$ cat src/design/dtecf_pkg.sv
// ----------------------------------------------------------------------------
// dtecf_pkg: shared types and constants for the delay tap eye center finder
// Request and result payload structs, per-lane window mark record, defaults.
// ----------------------------------------------------------------------------
package dtecf_pkg;

	// field widths fixed by the interface
	localparam int LANE_W = 4;
	localparam int TAP_W  = 5;
	localparam int ERR_W  = 16;

	// default sizing
	localparam int NUM_LANES_DEF = 16;
	localparam int NUM_TAPS_DEF  = 32;

	// error count that means a clean tap
	localparam logic [ERR_W-1:0] ERR_NONE = '0;

	// one measurement request
	typedef struct packed {
		logic [LANE_W-1:0] lane;
		logic [TAP_W-1:0]  tap;
		logic              locked;
		logic [ERR_W-1:0]  error_count;
	} in_t;

	// one centering result
	typedef struct packed {
		logic [LANE_W-1:0] out_lane;
		logic [TAP_W-1:0]  best_tap;
		logic              found;
	} out_t;

	// per-lane window marks: start, stop and wraparound restart, each flagged
	typedef struct packed {
		logic             has_first_good;
		logic [TAP_W-1:0] first_good;
		logic             has_first_bad;
		logic [TAP_W-1:0] first_bad;
		logic             has_wrap_good;
		logic [TAP_W-1:0] wrap_good;
	} marks_t;

endpackage

$ cat src/design/dtecf_update.sv
// ----------------------------------------------------------------------------
// dtecf_update: window mark update and eye centering
// Applies one measurement to a lane's marks and computes the centered tap
// from the updated marks.
// ----------------------------------------------------------------------------
module dtecf_update #(
	parameter int NUM_TAPS = dtecf_pkg::NUM_TAPS_DEF
) (
	input  dtecf_pkg::marks_t              cur,
	input  logic                           restart,
	input  logic                           good,
	input  logic [dtecf_pkg::TAP_W-1:0]    tap,
	output dtecf_pkg::marks_t              nxt,
	output logic [dtecf_pkg::TAP_W-1:0]    best_tap,
	output logic                           found
);
	import dtecf_pkg::*;

	localparam logic signed [7:0] TAPS_S = 8'(NUM_TAPS);

	marks_t           base;
	logic signed [7:0] lo;
	logic signed [7:0] hi;
	logic signed [7:0] sum;
	logic signed [7:0] sum_adj;
	logic signed [7:0] mid;
	logic signed [7:0] mid_wrap;

	// tap zero starts the lane anew
	assign base = restart ? '0 : cur;

	// mark update
	always_comb begin
		nxt = base;
		if (good) begin
			if (!base.has_first_good) begin
				nxt.first_good     = tap;
				nxt.has_first_good = 1'b1;
			end else if (base.has_first_bad && !base.has_wrap_good) begin
				nxt.wrap_good     = tap;
				nxt.has_wrap_good = 1'b1;
			end
		end else if (base.has_first_good && !base.has_first_bad) begin
			nxt.first_bad     = tap;
			nxt.has_first_bad = 1'b1;
		end
	end

	// window center, halved toward zero, wrapped back into range
	always_comb begin
		lo = nxt.has_wrap_good ? $signed({3'b000, nxt.wrap_good}) - TAPS_S
		                       : $signed({3'b000, nxt.first_good});
		hi = nxt.has_first_bad ? $signed({3'b000, nxt.first_bad}) : TAPS_S;
		sum      = hi + lo;
		sum_adj  = sum + $signed({7'd0, sum[7]});
		mid      = sum_adj >>> 1;
		mid_wrap = mid[7] ? mid + TAPS_S : mid;
	end

	assign found    = nxt.has_first_good;
	assign best_tap = nxt.has_first_good ? mid_wrap[TAP_W-1:0] : '0;

endmodule

$ cat src/design/delay_tap_eye_center_finder.sv
// ----------------------------------------------------------------------------
// delay_tap_eye_center_finder: per-lane delay tap scan and eye centering
// Tracks the good window of each lane in a mark memory and reports the
// centered tap when the last tap of a scan arrives.
// ----------------------------------------------------------------------------
// latency: a request is held in the stage 1 register, and the result of a scan's last tap is
//   registered in the output register when stage 1 fires; throughput: one request per cycle
//   while the output is not stalled (mark memory read on accept, updated and written when stage 1 fires)
// reset: arst_n clears the pipeline and output valid flags; the mark memory is
//   not cleared, a lane's entry is defined once it has seen tap zero
module delay_tap_eye_center_finder #(
	parameter int NUM_LANES = dtecf_pkg::NUM_LANES_DEF,
	parameter int NUM_TAPS  = dtecf_pkg::NUM_TAPS_DEF
) (
	input  logic              clk,
	input  logic              arst_n,
	input  logic              in_valid,
	output logic              in_ready,
	input  dtecf_pkg::in_t    in_item,
	output logic              out_valid,
	input  logic              out_ready,
	output dtecf_pkg::out_t   out_item
);
	import dtecf_pkg::*;

	localparam int LANE_AW = (NUM_LANES > 1) ? $clog2(NUM_LANES) : 1;

	marks_t mem [NUM_LANES];

	logic              in_accept;
	logic              in_range;
	logic [LANE_AW-1:0] rd_addr;

	logic              valid_s1;
	in_t               item_s1;
	marks_t            rd_s1;
	logic [LANE_AW-1:0] addr_s1;

	logic              fwd_valid_q;
	logic [LANE_AW-1:0] fwd_addr_q;
	marks_t            fwd_data_q;

	marks_t            cur;
	marks_t            nxt;
	logic              good;
	logic              last_tap;
	logic              fire_s1;
	logic [TAP_W-1:0]  best_tap;
	logic              found;

	logic              out_valid_q;
	out_t              out_item_q;

	// handshake
	assign fire_s1   = valid_s1 && (!out_valid_q || out_ready);
	assign in_ready  = !valid_s1 || fire_s1;
	assign in_accept = in_valid && in_ready;
	assign in_range  = (7'(in_item.lane) < 7'(NUM_LANES)) &&
	                   (7'(in_item.tap) < 7'(NUM_TAPS));
	assign rd_addr   = LANE_AW'(in_item.lane);

	// stage 1 control
	always_ff @(posedge clk or negedge arst_n) begin
		if (!arst_n) begin
			valid_s1 <= 1'b0;
		end else if (in_ready) begin
			valid_s1 <= in_valid && in_range;
		end
	end

	// stage 1 payload and memory read
	always_ff @(posedge clk) begin
		if (in_accept) begin
			item_s1 <= in_item;
			addr_s1 <= rd_addr;
			rd_s1   <= mem[rd_addr];
		end
	end

	// mark memory write back
	always_ff @(posedge clk) begin
		if (fire_s1) begin
			mem[addr_s1] <= nxt;
		end
	end

	// last write kept for a read that raced it
	always_ff @(posedge clk or negedge arst_n) begin
		if (!arst_n) begin
			fwd_valid_q <= 1'b0;
		end else if (fire_s1) begin
			fwd_valid_q <= 1'b1;
		end
	end

	always_ff @(posedge clk) begin
		if (fire_s1) begin
			fwd_addr_q <= addr_s1;
			fwd_data_q <= nxt;
		end
	end

	assign cur      = (fwd_valid_q && fwd_addr_q == addr_s1) ? fwd_data_q : rd_s1;
	assign good     = item_s1.locked && (item_s1.error_count == ERR_NONE);
	assign last_tap = 7'(item_s1.tap) == 7'(NUM_TAPS - 1);

	dtecf_update #(
		.NUM_TAPS (NUM_TAPS)
	) u_update (
		.cur      (cur),
		.restart  (item_s1.tap == '0),
		.good     (good),
		.tap      (item_s1.tap),
		.nxt      (nxt),
		.best_tap (best_tap),
		.found    (found)
	);

	// output register
	always_ff @(posedge clk or negedge arst_n) begin
		if (!arst_n) begin
			out_valid_q <= 1'b0;
		end else if (fire_s1 && last_tap) begin
			out_valid_q <= 1'b1;
		end else if (out_ready) begin
			out_valid_q <= 1'b0;
		end
	end

	always_ff @(posedge clk) begin
		if (fire_s1 && last_tap) begin
			out_item_q.out_lane <= item_s1.lane;
			out_item_q.best_tap <= best_tap;
			out_item_q.found    <= found;
		end
	end

	assign out_valid = out_valid_q;
	assign out_item  = out_item_q;

endmodule

$ cat config.mk
export PLATFORM = sky130hd
export DESIGN_NAME = delay_tap_eye_center_finder
export DESIGN_NICKNAME = d
export VERILOG_FILES = /design/src/design/dtecf_pkg.sv /design/src/design/dtecf_update.sv /design/src/design/delay_tap_eye_center_finder.sv
export SDC_FILE = /design/constraint.sdc
export NUM_CORES = 1
export LEC_CHECK = 0
export BUFFER_PORTS_ARGS = -buffer_cell sky130_fd_sc_hd__buf_2
export CORE_ASPECT_RATIO = 1.25
export CORE_MARGIN = 1.5
export CORE_UTILIZATION = 61
export DETAILED_ROUTE_END_ITERATION = 8
export PLACE_DENSITY = 0.78
export SLEW_MARGIN = 10
export SYNTH_ARGS = -nofsm -noshare
export SYNTH_HDL_FRONTEND = slang
export SYNTH_SLANG_ARGS = --single-unit
$ cat constraint.sdc
create_clock -name clk -period 8.4 [get_ports clk]
set_input_delay 1.68 -clock clk [delete_from_list [all_inputs] [get_ports clk]]
set_output_delay 1.68 -clock clk [all_outputs]
set_load 0.05 [all_outputs]
# Yosys cells after proc, flatten, opt, wreduce, memory -nomap -nowiden
# Memory sizes are Yosys's and may differ from the RTL's. A register that Yosys moved wholly into a read port is not among the register bits.
# Index checks and enable logic that the tools add are counted.
# classes
add_sub_neg	4
eq_ne	2
n_mux	16
reduce_logical	16
# op_table
cell	n
two-way mux 6 bit	7
two-way mux 18 bit	2
logical NOT 16 bit	1
two-way mux 5 bit	2
adder 8 x 2 -> 8 bit	1
adder 8 bit	1
two-way mux 8 bit	1
logical AND 1 bit	7
subtractor 5 x 6 -> 7 bit (second input constant)	1
adder 5 x 1 -> 5 bit (second input constant)	1
== test 5 bit (second input constant)	1
logical NOT 5 bit	1
== test 4 bit	1
logical NOT 1 bit	4
two-way mux 1 bit	4
logical OR 1 bit	2
nonzero test 2 bit	1
# totals
reg_bits	61
ramBits	288
in_bits	30
output_inout_bits	12
wordCells	56
mem_count	1
# mem_list
name	words	word_bits	rd	rd_clocked_by_memory_dff	wr	line	source
mem	16	18	1	1	1	delay_tap_eye_center_finder.sv:28	marks_t mem [NUM_LANES];

# Longest topological paths before layout
# Gate-level depths: netlist of the first run.
# logic_depth
ltp_word	15
depth_mapped	20
depth_no_buf	18

# Hierarchy
# Synthesis of the first run repeated with hierarchy kept, for this count alone.
# unflattened
cells_unflattened	695
hier_area_um2	14357.5
# modules_own_cells
module	instances	cells_per_inst	area_per_inst_um2	seq_area_each_um2
delay_tap_eye_center_finder	1	588	13596.8	11005.6
dtecf_update	1	107	760.7	0.0

# Least setup slack after synthesis of the first run
# No wires, ideal clock.
# synth_timing
path_type	register to register
startpoint	reg addr_s1[2]
endpoint	reg out_item_q (netlist bit out_item[4]) (data pin)
setup_time_ns	0.255
arrival_time_ns	4.257
required_time_ns	8.145
slack_ns	3.888
stages_incl_launch_ff	20
n_path_buf	1
period_less_slack_ns	4.512
cell_sequence	edfxtp_1 -> buf_6 -> xor2_1 -> or3_4 -> nor2_8 -> mux2i_1 -> and4bb_4 -> mux2_4 -> mux2_2 -> ha_1 -> a21o_1 -> a21oi_1 -> o21ai_0 -> nand2_1 -> xnor2_1 -> and2_1 -> ha_1 -> nand3_1 -> xnor2_1 -> and2_1
# synth_rtl
element	line	source
start: declaration	delay_tap_eye_center_finder.sv:37	logic [LANE_AW-1:0] addr_s1;
start signal: assignment	delay_tap_eye_center_finder.sv:75	addr_s1 <= rd_addr;
end: declaration	delay_tap_eye_center_finder.sv:52	out_t out_item_q;

==> flow_summary.json, run 1 <==
{
  "die_h_um": 175,
  "cp.arrival_ns": 5.50,
  "cts_tree": "built",
  "dpl_cell_area_um2": 15000,
  "synth-adder-area-share_pct": 0.833,
  "grt_pass1_wl_um": 44200,
  "synth_commonest_cells": "edfxtp_1 (364), mux4_2 (90), nand2_1 (43), a21oi_1 (20), nor2_1 (19)",
  "hold_buffers": 0,
  "required_ns": 8.66,
  "io_pins": 42,
  "end_kind": "register",
  "port_buffers": 41,
  "yosys_warnings": 0,
  "grt_antenna_before_repair": 0,
  "multi_input_area_um2": 3390,
  "finalClockSkew_ns": 0.0118,
  "synth_top_area_share_pct": 75.8,
  "fin_nets": 771,
  "path_max_fanout": 18,
  "fin_area_um2": 16200,
  "yosys.area.top_type": "edfxtp_1",
  "synthMuxAreaShare_pct": 16.2,
  "cts_max_path_buffers": 3,
  "tns_ns": 0,
  "final.period_utilization_pct": 62.4,
  "antenna_left": 0,
  "power.clock.fraction_pct": 38.7,
  "seq_power_share_pct": 53.0,
  "clkTransAtPathRegs_ns": 0.06,
  "min_path_type": "reg -> reg",
  "htree_levels": 2,
  "tightest_slew_ns": 1.22,
  "grt_usage_pct": 25.2,
  "syn_inst": 674,
  "finalHoldViolCount": 0,
  "hpwlAfterDp_um": 16200,
  "clock-sinks": 367,
  "ys_ff_latch": 367,
  "worst_setup_path_start_kind": "register",
  "power_frac_comb_pct": 8.3,
  "clock_latency_ns": 0.51,
  "p_sw_uw": 857,
  "firstDrtPassIters": 7,
  "leakage_nw": 5.25,
  "ys_seq_area_share_pct": 76.3,
  "synth_compound_area_share_pct": 1.27,
  "max_slew_margin_pct": 17.9,
  "synth_area_leaders": "edfxtp_1 (76%), mux4_2 (14%), mux2_2 (1.2%)",
  "seqCellArea_um2": 11000,
  "finalSetupViolations": 0,
  "grt_pass1_vias": 7262,
  "synth_xor_area_share_pct": 0.668,
  "via_per_inst": 6.58,
  "die_w_um": 141,
  "drt_iter0_markers": 617,
  "path_class": "reg -> reg",
  "rsz0062_at_grt": "false",
  "cts_resized": 0,
  "final_layout_size_suffix_gt1_share_pct": 30.4,
  "die_area_um2": 24600,
  "area_delta_synth_final_pct": 12.2,
  "ir_worst_vdd_mv": 0.127,
  "diodes": 0,
  "status": "complete, no violations",
  "fmax_ghz": 0.191,
  "period_needed_ns": 5.24,
  "vias": 6853,
  "synth_ff_type": "edfxtp_1",
  "yosysUniqueCellTypes": 40,
  "wirelength_um": 29900,
  "row_count": 62,
  "async_reset_ff_share_pct": 0.817,
  "yosysMostFrequentCell": "edfxtp_1",
  "cts_buffers": 34,
  "syn-cell-area_um2": 14400,
  "synth_nets": 713,
  "syn_avg_cell_area_um2": 21.4,
  "routedWlPerCell_um": 28.7,
  "synth_edf_count": 364,
  "core_area_um2": 23100,
  "gp_congestion": 0.866,
  "grt-ovfl-total": 0,
  "fillers": 1293,
  "detail_route.drc_violations": 0,
  "swShare_pct": 21.2,
  "postCtsSetupBuffers": 0,
  "max_cap_violations": 0,
  "p_int_mw": 3.18,
  "grt_max_degree": 74,
  "cts-root-buf": "clkbuf_16",
  "synth-simple-area-share_pct": 3.76,
  "synth_top_family_by_area": "multiplexers",
  "start_util_pct": 62.4,
  "drv_slew": 0,
  "power_density_nw_per_um2": 249
}
## final timing paths
| kind | slack, ns | end | from | cells after the start |
|---|---|---|---|---|
| setup reg to reg | 3.16 | out_item[4]$_SDFFCE_PN0P_ | addr_s1[2]$_DFFE_PP_ | 18 |
| max in group asynchronous | 7.32 | out_valid$_DFFE_PN0P_ | arst_n | 1 |
| hold reg to reg | 0.51 | fwd_valid_q$_DFFE_PN0P_ | fwd_valid_q$_DFFE_PN0P_ | 1 |
| min in group asynchronous | 0.97 | fwd_valid_q$_DFFE_PN0P_ | arst_n | 1 |
| hold / removal | 0.51 | fwd_valid_q$_DFFE_PN0P_ | fwd_valid_q$_DFFE_PN0P_ | 1 |
| setup / recovery | 3.16 | out_item[4]$_SDFFCE_PN0P_ | addr_s1[2]$_DFFE_PP_ | 18 |
## metal layers
layer  share of wire, %  vias up  wire [um]  global-route usage [%]
met3                6.8       81       2030                    4.80
li1                   -     2879          -                       -
met5                  0        -          0                       0
met2                 52      328      15400                    43.2
met1                 38     3565      11200                    31.9
met4                4.0        0       1190                    10.6
## layout make-up
class	instances	area share, %
repair buffers	49	1.65
flip-flops and latches	367	68.0
clock buffers	46	5.99
well taps	288	2.23
clock inverters	12	1.01
inverters	5	0.116
multi-input cells	275	21.0
## metrics by stage
step                      hold slack, ns  std cells  total power, mW  setup WS [ns]  util (%)
final                              0.513       1042             4.04           3.16      70.0
after detailed placement           0.493        984             2.50           3.29      65.1
after global routing               0.551       1042             4.15           2.83      70.0
after global placement             0.488        984             2.49           3.45      65.1
after CTS                          0.508       1042             4.05           3.23      70.0
after floorplan                    0.439        674             2.41           3.89         -
## cells by family (layout without fill, tap and decap cells)
family	after synthesis	after routing
adder cells (fa/ha/maj)	9	9
buffers and inverters	32	112
AND/OR/NAND/NOR	109	109
XOR/XNOR	11	11
multiplexers	117	117
flip-flops	367	367
AO/OA/AOI/OAI	29	29
## power groups by stage
stage	registers (mW)	logic [mW]	clock network [mW]
3_5_place_dp	2.18	0.330	0
6_report	2.14	0.335	1.56
3_3_place_gp	2.17	0.314	0
2_1_floorplan	2.17	0.242	0
5_1_grt	2.14	0.363	1.65
4_1_cts	2.14	0.334	1.58
## sequential cells by signal, summed over array words and instances, names as in the netlist
register / cells
out_item: 10
fwd_valid_q: 1
item_s1: 22
mem: 288
fwd_data_q: 18
out_valid: 1
rd_s1: 18
fwd_addr_q: 4
addr_s1: 4
valid_s1: 1
## worst max-delay path: stages (launching register included)
cell and delay, ns:
edfxtp_1 0.55, xor2_1 0.24, nor3_1 0.26, nand2_1 0.46, mux2i_1 0.45, and4bb_4 0.37
mux2_4 0.41, mux2_2 0.32, ha_1 0.30, a21o_1 0.15, a21oi_1 0.27, o21ai_0 0.15
nand2_1 0.16, xnor2_1 0.13, and2_1 0.15, ha_1 0.20, nand3_1 0.11, xnor2_1 0.14
and2_1 0.15
## cells in the final DEF (no fill, tap or decap), types with 6 or more instances in the layout
cell	netlist	routed
ha_1	8	8
a21oi_1	20	20
mux2_2	15	15
clkbuf_16	0	37
nand2_1	43	43
nor2_1	19	7
xnor2_1	6	6
buf_4	0	9
nand2b_1	7	7
nor3_1	11	7
nor2_4	0	12
edfxtp_1	364	364
mux4_2	90	90
clkbuf_1	14	8
buf_2	3	40
mux2i_1	7	7
No activity file was read; power rests on OpenSTA's default activity.
==> run 2: changes to the inputs <==
--- a/config.mk
+++ b/config.mk
@@ -5,6 +5,7 @@
 export SDC_FILE = /design/constraint.sdc
 export NUM_CORES = 1
 export LEC_CHECK = 0
+export ABC_AREA = 1
 export BUFFER_PORTS_ARGS = -buffer_cell sky130_fd_sc_hd__buf_2
 export CORE_ASPECT_RATIO = 1.25
 export CORE_MARGIN = 1.5
==> constraint.sdc (replaced) <==
create_clock -name clk -period 5 [get_ports clk]
set_input_delay 1 -clock clk [delete_from_list [all_inputs] [get_ports clk]]
set_output_delay 1 -clock clk [all_outputs]
set_load 0.05 [all_outputs]
==> run 2 against run 1 <==
  * Worst setup slack worse by 2.7 ns
  * Combinational power is 88% higher
  * Final cell count is 43% higher
  * Maximum frequency grew 14%
  * Total power up 66%
  * Non-clock buffer count grew 24
  * Critical endpoint unchanged
  * Largest power group unchanged
  * Highest routed layer unchanged
==> flow_summary.json, run 2 <==
{
  "status": "complete, no violations",
  "largest_reg_flops": 288,
  "tns_ns": 0,
  "synth_top_family_by_area": "compound AO/OA/AOI/OAI gates",
  "utilization_pct": 69.2,
  "path_common_cell": "nand2_1",
  "cts_resized": 0,
  "grt-ovfl-total": 0,
  "wirelength_um": 32900,
  "grt_pass1_vias": 8593,
  "stdcell_count": 1492,
  "synthMuxAreaShare_pct": 4.78,
  "finalWorstSetupSlack_ns": 0.413,
  "yosys.area.top_type": "edfxtp_1",
  "postCtsSetupBuffers": 0,
  "syn_inst": 1081,
  "synth_top_area_share_pct": 72.6,
  "cts_tree": "built",
  "ys_ff_latch": 367,
  "power_density_nw_per_um2": 399,
  "antenna_left": 0,
  "leakage_nw": 6.15,
  "finalHoldViolCount": 0,
  "routedWlPerCell_um": 22.0,
  "async_reset_ff_share_pct": 0.817,
  "path_class": "reg -> reg",
  "syn-cell-area_um2": 15100,
  "gp_congestion": 0.920,
  "required_ns": 5.26,
  "hold_buffers": 0,
  "fin_nets": 1177,
  "fillers": 1595,
  "max_stage_delay_ns": 0.98,
  "synth-simple-area-share_pct": 5.76,
  "most-common-layout-cells": "edfxtp_1 (364), inv_1 (112), o21ai_0 (94)",
  "placed_cells": 1431,
  "yosys_warnings": 0,
  "final.period_utilization_pct": 91.7,
  "clock_latency_ns": 0.52,
  "setup.worst_path.start": "addr_s1[0]$_DFFE_PP_",
  "drv_slew": 0,
  "die_h_um": 179,
  "drt_iter0_markers": 947,
  "layout_commonest_cell": "edfxtp_1",
  "clkTransAtPathRegs_ns": 0.06,
  "finalClockSkew_ns": 0.0218,
  "tightest_slew_ns": 1.16,
  "grt_usage_pct": 26.1,
  "rsz0062_at_grt": "false",
  "synth_compound_area_share_pct": 10.8,
  "synth_commonest_cells": "edfxtp_1 (364), inv_1 (113), o21ai_0 (95), a21oi_1 (78)",
  "diodes": 0,
  "via_per_inst": 6.07,
  "io_pins": 42,
  "cts-root-buf": "clkbuf_16",
  "hpwlAfterDp_um": 18200,
  "detail_route.drc_violations": 0,
  "synth_area_leaders": "edfxtp_1 (73%), mux2i_1 (4.8%), o211ai_1 (3.6%)",
  "max_slew_margin_pct": 22.4,
  "firstDrtPassIters": 5,
  "max_cap_violations": 0,
  "ys_seq_area_share_pct": 73.1,
  "ir_worst_vdd_mv": 0.191,
  "die_area_um2": 25700,
  "period_needed_ns": 4.59,
  "end_kind": "register",
  "cts_max_path_buffers": 3,
  "min_path_type": "in -> async",
  "row_count": 64,
  "grt_max_degree": 75,
  "port_buffers": 41,
  "synth-adder-area-share_pct": 0.797,
  "core_area_um2": 24300,
  "grt_antenna_before_repair": 0,
  "final_layout_size_suffix_gt1_share_pct": 15.1,
  "synth_edf_count": 364,
  "slowest_stage": "o21ai_1",
  "area_delta_synth_final_pct": 11.8,
  "regMostFlops": "mem",
  "clock-sinks": 367,
  "vias": 9063,
  "htree_levels": 2,
  "start_util_pct": 61.9,
  "cp_top_family": "simple AND/OR/NAND/NOR gates",
  "yosysUniqueCellTypes": 39,
  "worst_setup_path_start_kind": "register",
  "finalSetupViolations": 0,
  "synth_xor_area_share_pct": 0.349,
  "yosysMostFrequentCell": "edfxtp_1",
  "synth_nets": 1120,
  "worstReg2RegEnd": "out_item[4]$_SDFFCE_PN0P_",
  "cts_buffers": 35,
  "die_w_um": 144,
  "cp.arrival_ns": 4.85,
  "fmax_ghz": 0.218,
  "critical_path_buf_inv_count": 1,
  "dp_slack_ns": 0.537,
  "reg2regPathDepth": 25,
  "syn_avg_cell_area_um2": 13.9,
  "reg2reg_from": "addr_s1[0]$_DFFE_PP_",
  "path_max_fanout": 18,
  "synth_ff_type": "edfxtp_1",
  "grt_pass1_wl_um": 48600,
  "r2r_setup_slack_ns": 0.41,
  "reg.largest.list": "mem x288, item_s1 x22"
}
==> run 2: cell types whose count changed after synthesis, sizes merged, moves of 24 or more <==
cell / change
mux2i: +65
clkbuf: +24
o21ai: +105
o211ai: +71
nand2: +27
mux4: -90
a21oi: +59
inv: +113
nand3: +40
==> run 2: final cells by class <==
class | instances | area [um^2] | area share, %
flip-flops and latches | 367 | 11000 | 65.4
multi-input cells | 541 | 3430 | 20.4
clock buffers | 42 | 902 | 5.36
repair buffers | 73 | 477 | 2.83
inverters | 120 | 450 | 2.67
well taps | 330 | 413 | 2.45
clock inverters | 19 | 163 | 0.966
==> run 2: how the worst max path moves through the flow <==
stage                                      to  slack, ns  cells past startpoint
global placement    out_item[4]$_SDFFCE_PN0P_       0.70                     25
CTS                 out_item[4]$_SDFFCE_PN0P_       0.51                     25
detailed placement  out_item[4]$_SDFFCE_PN0P_       0.54                     25
global route        out_item[4]$_SDFFCE_PN0P_       0.02                     25
floorplan           out_item[4]$_SDFFCE_PN0P_       0.90                     23
finish              out_item[4]$_SDFFCE_PN0P_       0.41                     25
==> run 2: routing by layer <==
metal / up-vias / GRT usage [%] / part of all wire, % / wire (um)
li1: 4108 / - / - / -
met1: 4427 / 34.2 / 39 / 12800
met2: 434 / 42.7 / 48 / 15900
met3: 94 / 4.09 / 7.9 / 2610
met4: 0 / 12.8 / 4.7 / 1530
met5: - / 0 / 0 / 0
==> run 2: logic make-up after synthesis <==
group           count (synthesis)
flops                         367
xor+xnor                        6
fa+ha+maj                       9
compound gates                271
buf+inv                       173
mux                            72
simple gates                  183
==> run 2: per-stage QoR <==
step / power, mW / area, um^2 / hold slack (ns)
finish: 6.71 / 16800 / 0.275
global route: 6.92 / 16800 / 0.275
CTS: 6.73 / 16800 / 0.265
detailed placement: 4.28 / 15800 / 0.524
global placement: 4.25 / 15800 / 0.519
floorplan: 4.08 / 15100 / 0.461
==> run 2: power breakdown <==
part           internal (mW)  switching, mW
sequential              3.56         0.0280
combinational          0.188          0.442
clock                   1.44           1.05
